--- config.mk ---
export PLATFORM = sky130hd
export DESIGN_NAME = tlzw_front
export DESIGN_NICKNAME = d
export VERILOG_FILES = /design/src/design/tlzw_pkg.sv /design/src/design/tlzw_front.sv
export SDC_FILE = /design/constraint.sdc
export NUM_CORES = 1
export LEC_CHECK = 0
export BUFFER_PORTS_ARGS = -buffer_cell sky130_fd_sc_hd__buf_2
export CAP_MARGIN = 0
export CORE_UTILIZATION = 30
export CTS_CLUSTER_SIZE = 24
export DETAILED_ROUTE_END_ITERATION = 16
export PLACE_DENSITY = 0.54
export SYNTH_ARGS = -nofsm -noshare
export SYNTH_HDL_FRONTEND = slang
export SYNTH_SLANG_ARGS = --single-unit
--- constraint.sdc ---
create_clock -name aclk -period 2.1 [get_ports aclk]
set_input_delay 0 -clock aclk [delete_from_list [all_inputs] [get_ports aclk]]
set_output_delay 0 -clock aclk [all_outputs]
set_load 0.005 [all_outputs]
--- src/design/tlzw_pkg.sv ---
package tlzw_pkg;

    localparam int DICT_ENTRIES_DEF  = 4096;
    localparam int MAX_CODE_BITS_DEF = 12;
    localparam int STACK_DEPTH       = 4096;
    localparam int STACK_AW          = 12;

    localparam logic [11:0] CLEAR_CODE = 12'd256;
    localparam logic [11:0] END_CODE   = 12'd257;
    localparam logic [11:0] FIRST_FREE = 12'd258;

    localparam logic [1:0] CMD_PUSH    = 2'd0;
    localparam logic [1:0] CMD_PULL    = 2'd1;
    localparam logic [1:0] CMD_RESTART = 2'd2;
    localparam logic [1:0] CMD_UNUSED  = 2'd3;

    // One classified command handed from the front to the back.
    typedef struct packed {
        logic [1:0] cmd;
        logic [7:0] in_byte;
        logic       eos;
    } cmd_t;

    typedef struct packed {
        logic [7:0] out_byte;
        logic       out_valid;
        logic       accepted;
        logic       done_res;
        logic       bad_code;
    } res_t;

endpackage

--- src/design/tlzw_front.sv ---
module tlzw_front (
    input  logic                aclk,
    input  logic                aresetn,
    input  logic                s_tvalid,
    output logic                s_tready,
    input  logic [10:0]         s_tdata,
    output logic                q_valid,
    input  logic                q_ready,
    output tlzw_pkg::cmd_t      q_data
);

    // Two-entry queue decoupling the input channel from the decoder core.
    tlzw_pkg::cmd_t mem_reg [2];
    logic           wp_reg, wp_next, rp_reg, rp_next;
    logic [1:0]     cnt_reg, cnt_next;
    logic           push, pop;
    tlzw_pkg::cmd_t in_c;

    assign in_c.cmd     = s_tdata[1:0];
    assign in_c.in_byte = s_tdata[9:2];
    assign in_c.eos     = s_tdata[10];

    assign s_tready = (cnt_reg != 2'd2);
    assign q_valid  = (cnt_reg != 2'd0);
    assign q_data   = mem_reg[rp_reg];
    assign push     = s_tvalid && s_tready;
    assign pop      = q_valid && q_ready;

    always_comb begin
        wp_next  = push ? ~wp_reg : wp_reg;
        rp_next  = pop ? ~rp_reg : rp_reg;
        cnt_next = cnt_reg + {1'b0, push} - {1'b0, pop};
    end

    always_ff @(posedge aclk) begin
        if (push) begin
            mem_reg[wp_reg] <= in_c;
        end
        if (!aresetn) begin
            wp_reg  <= 1'b0;
            rp_reg  <= 1'b0;
            cnt_reg <= 2'd0;
        end else begin
            wp_reg  <= wp_next;
            rp_reg  <= rp_next;
            cnt_reg <= cnt_next;
        end
    end

endmodule

==> impl_metrics.csv <==
group,metric,value,unit
outcome,run_status,"completed",
critical_path,cp_max_fo,4,
critical_path,r2r.worst_path.cells,8,
cts,cts_setup_buffers,0,
finish,nNetsFinal,120,
place,place_hpwl,1040,µm
synthesis,synth_compound_area_share,0.853,%
pwr,pwr-share-seq,55.7,%
drt,drcViolationCount,0,
synthesis,yosysMostFrequentCell,"edfxtp_1",
pwr,powerDensity,961,mW/mm²
cts,root_buffer,"clkbuf_4",
finish,drive_above_1_share,44.1,%
grt,grt_max_degree,17,
synthesis,synth_top_family_by_area,"multiplexers",
synthesis,synthTopCellsByCount,"edfxtp_1 (22), mux2_2 (11), dfxtp_1 (5), xnor2_1 (3)",
timing,finalCritPeriodShare,76.8,%
timing,setup_viol,0,
synthesis,yosysTopAreaCellShare,64.3,%
grt,grt_usage,9.74,%
place,gp_congestion,0.645,
critical_path,required,2.33,ns
cts,numCtsBuffers,3,
die,die_w,60.5,µm
drt,drt_pass1_iterations,4,
synthesis,synth_mux_area_share,13.0,%
place,numPortBuffers,27,
cts,ctsHoldBuffers,13,
timing,setup_ws,0.487,ns
synthesis,yosys_warnings,0,
timing,hold_viol,0,
drt,ant_nets,0,
timing,hold_slack,0.0946,ns
pwr,combinationalPowerShare,28.1,%
finish,area_delta_synth_final,34.1,%
worst_hold_path,worstHoldStart,"q_ready",
critical_path,crit_type,"reg -> reg",
drt,via_count,598,
synthesis,synth-simple-area-share,5.97,%
pwr,p_switching,349,µW
flow_run,drv_cap,0,
die,die_area,0.00366,mm²
timing,relSlewSlack,64.2,%
synthesis,synth_cell_types,16,
cts,cts.sinks,27,
synthesis,yosys.area.top_type,"edfxtp_1",
worst_hold_path,whs_path_depth,4,
cts,path_clk_slew,0.14,ns
critical_path,r2r_slack,0.49,ns
synthesis,ys.flop_type,"edfxtp_1",
synthesis,syn_avg_cell_area,17.7,µm²
finish,largest_reg_flops,22,
synthesis,synth_seq_cells,27,
die,fp.dieH,60.5,µm
critical_path,worstSetupStartpointType,"flip-flop",
pwr,p_leak,0.533,nW
drt,drt_iter0_drc,9,
timing,final_max_slew_viol_count,0,
pwr,p_int,976,µW
die,core_area,0.00315,mm²
place,place_ws,0.486,ns
drt,vias_per_cell,4.10,
finish,n_antenna_cell,0,
die,rows,20,
cts,cts_max_path_buffers,2,
cts,tritoncts,"built",
synthesis,synth_async_sr_flop_share,0,%
timing,clock_skew,0.00474,ns
timing,period_minus_slack,1.61,ns
synthesis,synth_adder_area_share,2.44,%
pwr,irDropWorstVdd,425,µV
synthesis,syn_nets,75,
timing,fmaxAchievable,620,MHz
timing,fin_tns_setup,0,ns
timing,rsz0062_at_grt,"false",
grt,first_global_vias,589,
finish,postLayoutCoreUtil,43.7,%
cts,worstSkewPairLatency,0.31,ns
synthesis,synth-xor-area-share,2.56,%
critical_path,r2r-end,"cnt_reg[1]",
drt,wl_per_cell,10.9,µm
synthesis,synth_cells,58,
worst_hold_path,hp-class,"in -> reg",
synthesis,seq_area_frac_synth,74.1,%
pwr,swShare,26.3,%
synthesis,ys_top_cells_by_area,"edfxtp_1 (64%), mux2_2 (12%), dfxtp_1 (9.7%)",
grt,antenna_found_initial,0,
die,boundaryPins,28,
timing,worst_pin_slew,0.537,ns
critical_path,rr_startpoint,"cnt_reg[0]",
grt,overflow,0,
finish,fill_cells,313,
synthesis,synth_edf_count,22,
grt,grt_pass1_wl,2480,µm
cts,cts_resized,0,
worst_hold_path,worstHoldEndpoint,"rp_reg",
drt,drt-total-wl,1600,µm
critical_path,crit_arrival,1.84,ns
die,start_util,32.6,%
pwr,clkPwrFrac,16.3,%
synthesis,netlist_area,0.00103,mm²
cts,htree_levels,1,
critical_path,crit_path_end_kind,"flip-flop",
per-stage QoR:
| step | total power, mW | area, µm² | instances |
|---|---|---|---|
| after global routing | 1.42 | 1380 | 146 |
| final | 1.32 | 1380 | 146 |
| after floorplan | 0.975 | 1030 | 58 |
| after CTS | 1.35 | 1380 | 146 |
| after detailed placement | 1.11 | 1220 | 129 |
| after global placement | 1.11 | 1220 | 129 |
cell usage in the layout, fill, tap and decap left out:
cell type	instances
buf_2	27
edfxtp_1	22
dlygate4sd3_1	13
mux2_2	11
dfxtp_1	5
xnor2_1	3
clkbuf_4	3
nand2b_1	2
nand2_1	2
nor2b_1	2
and2_1	2
ha_1	2
o21a_2	1
or2_2	1
inv_1	1
and3_1	1
nor2_1	1
mux2i_1	1
clkinvlp_4	1
buf_4	1
cell families (layout without fill, tap and decap cells):
group | count (synthesis) | count (layout)
flops | 27 | 27
mux | 12 | 12
simple gates | 11 | 11
xor+xnor | 3 | 3
fa+ha+maj | 2 | 2
buf+inv | 2 | 46
compound gates | 1 | 1
worst max path at each step:
stage / depth (start not counted) / startpoint / slack (ns) / endpoint
after global placement: 8 / cnt_reg[0] / 0.55 / cnt_reg[1]
after global routing: 8 / cnt_reg[0] / 0.35 / cnt_reg[1]
after floorplan: 8 / cnt_reg[0] / 0.54 / cnt_reg[1]
after detailed placement: 8 / cnt_reg[0] / 0.49 / cnt_reg[1]
final: 8 / cnt_reg[0] / 0.49 / cnt_reg[1]
after CTS: 8 / cnt_reg[0] / 0.46 / cnt_reg[1]
power groups by stage:
stage | sequential, mW | combinational (mW) | clock [mW]
after floorplan | 0.717 | 0.258 | 0
final | 0.737 | 0.372 | 0.215
after detailed placement | 0.752 | 0.361 | 0
after global placement | 0.749 | 0.357 | 0
after global routing | 0.751 | 0.415 | 0.252
after CTS | 0.742 | 0.381 | 0.229
worst max-delay path, cell delays in order, from the launching register on:
cell and delay (ns):
dfxtp_1 0.38, nand2b_1 0.15, nand2_1 0.10, ha_1 0.28
inv_1 0.04, ha_1 0.18, xnor2_1 0.13, xnor2_1 0.12
and2_1 0.14
metal layers:
metal / part of all wire [%] / global-route usage, % / vias to the layer above
li1: - / - / 301
met1: 44 / 10.5 / 276
met2: 49 / 17.0 / 21
met3: 6.8 / 4.69 / 0
met4: 0 / 2.92 / 0
met5: 0 / 0 / -
area by class of cell:
cell class                 instances  area [µm²]  area share [%]
sequential                        27         761            55.2
timing repair buffer              41         273            19.8
multi-input combinational         29         255            18.5
tap                               44        55.1            4.00
clock buffer                       3        22.5            1.63
clock inverter                     1        7.51           0.545
inverter                           1        3.75           0.272
Power figures use the tool's default switching activity.
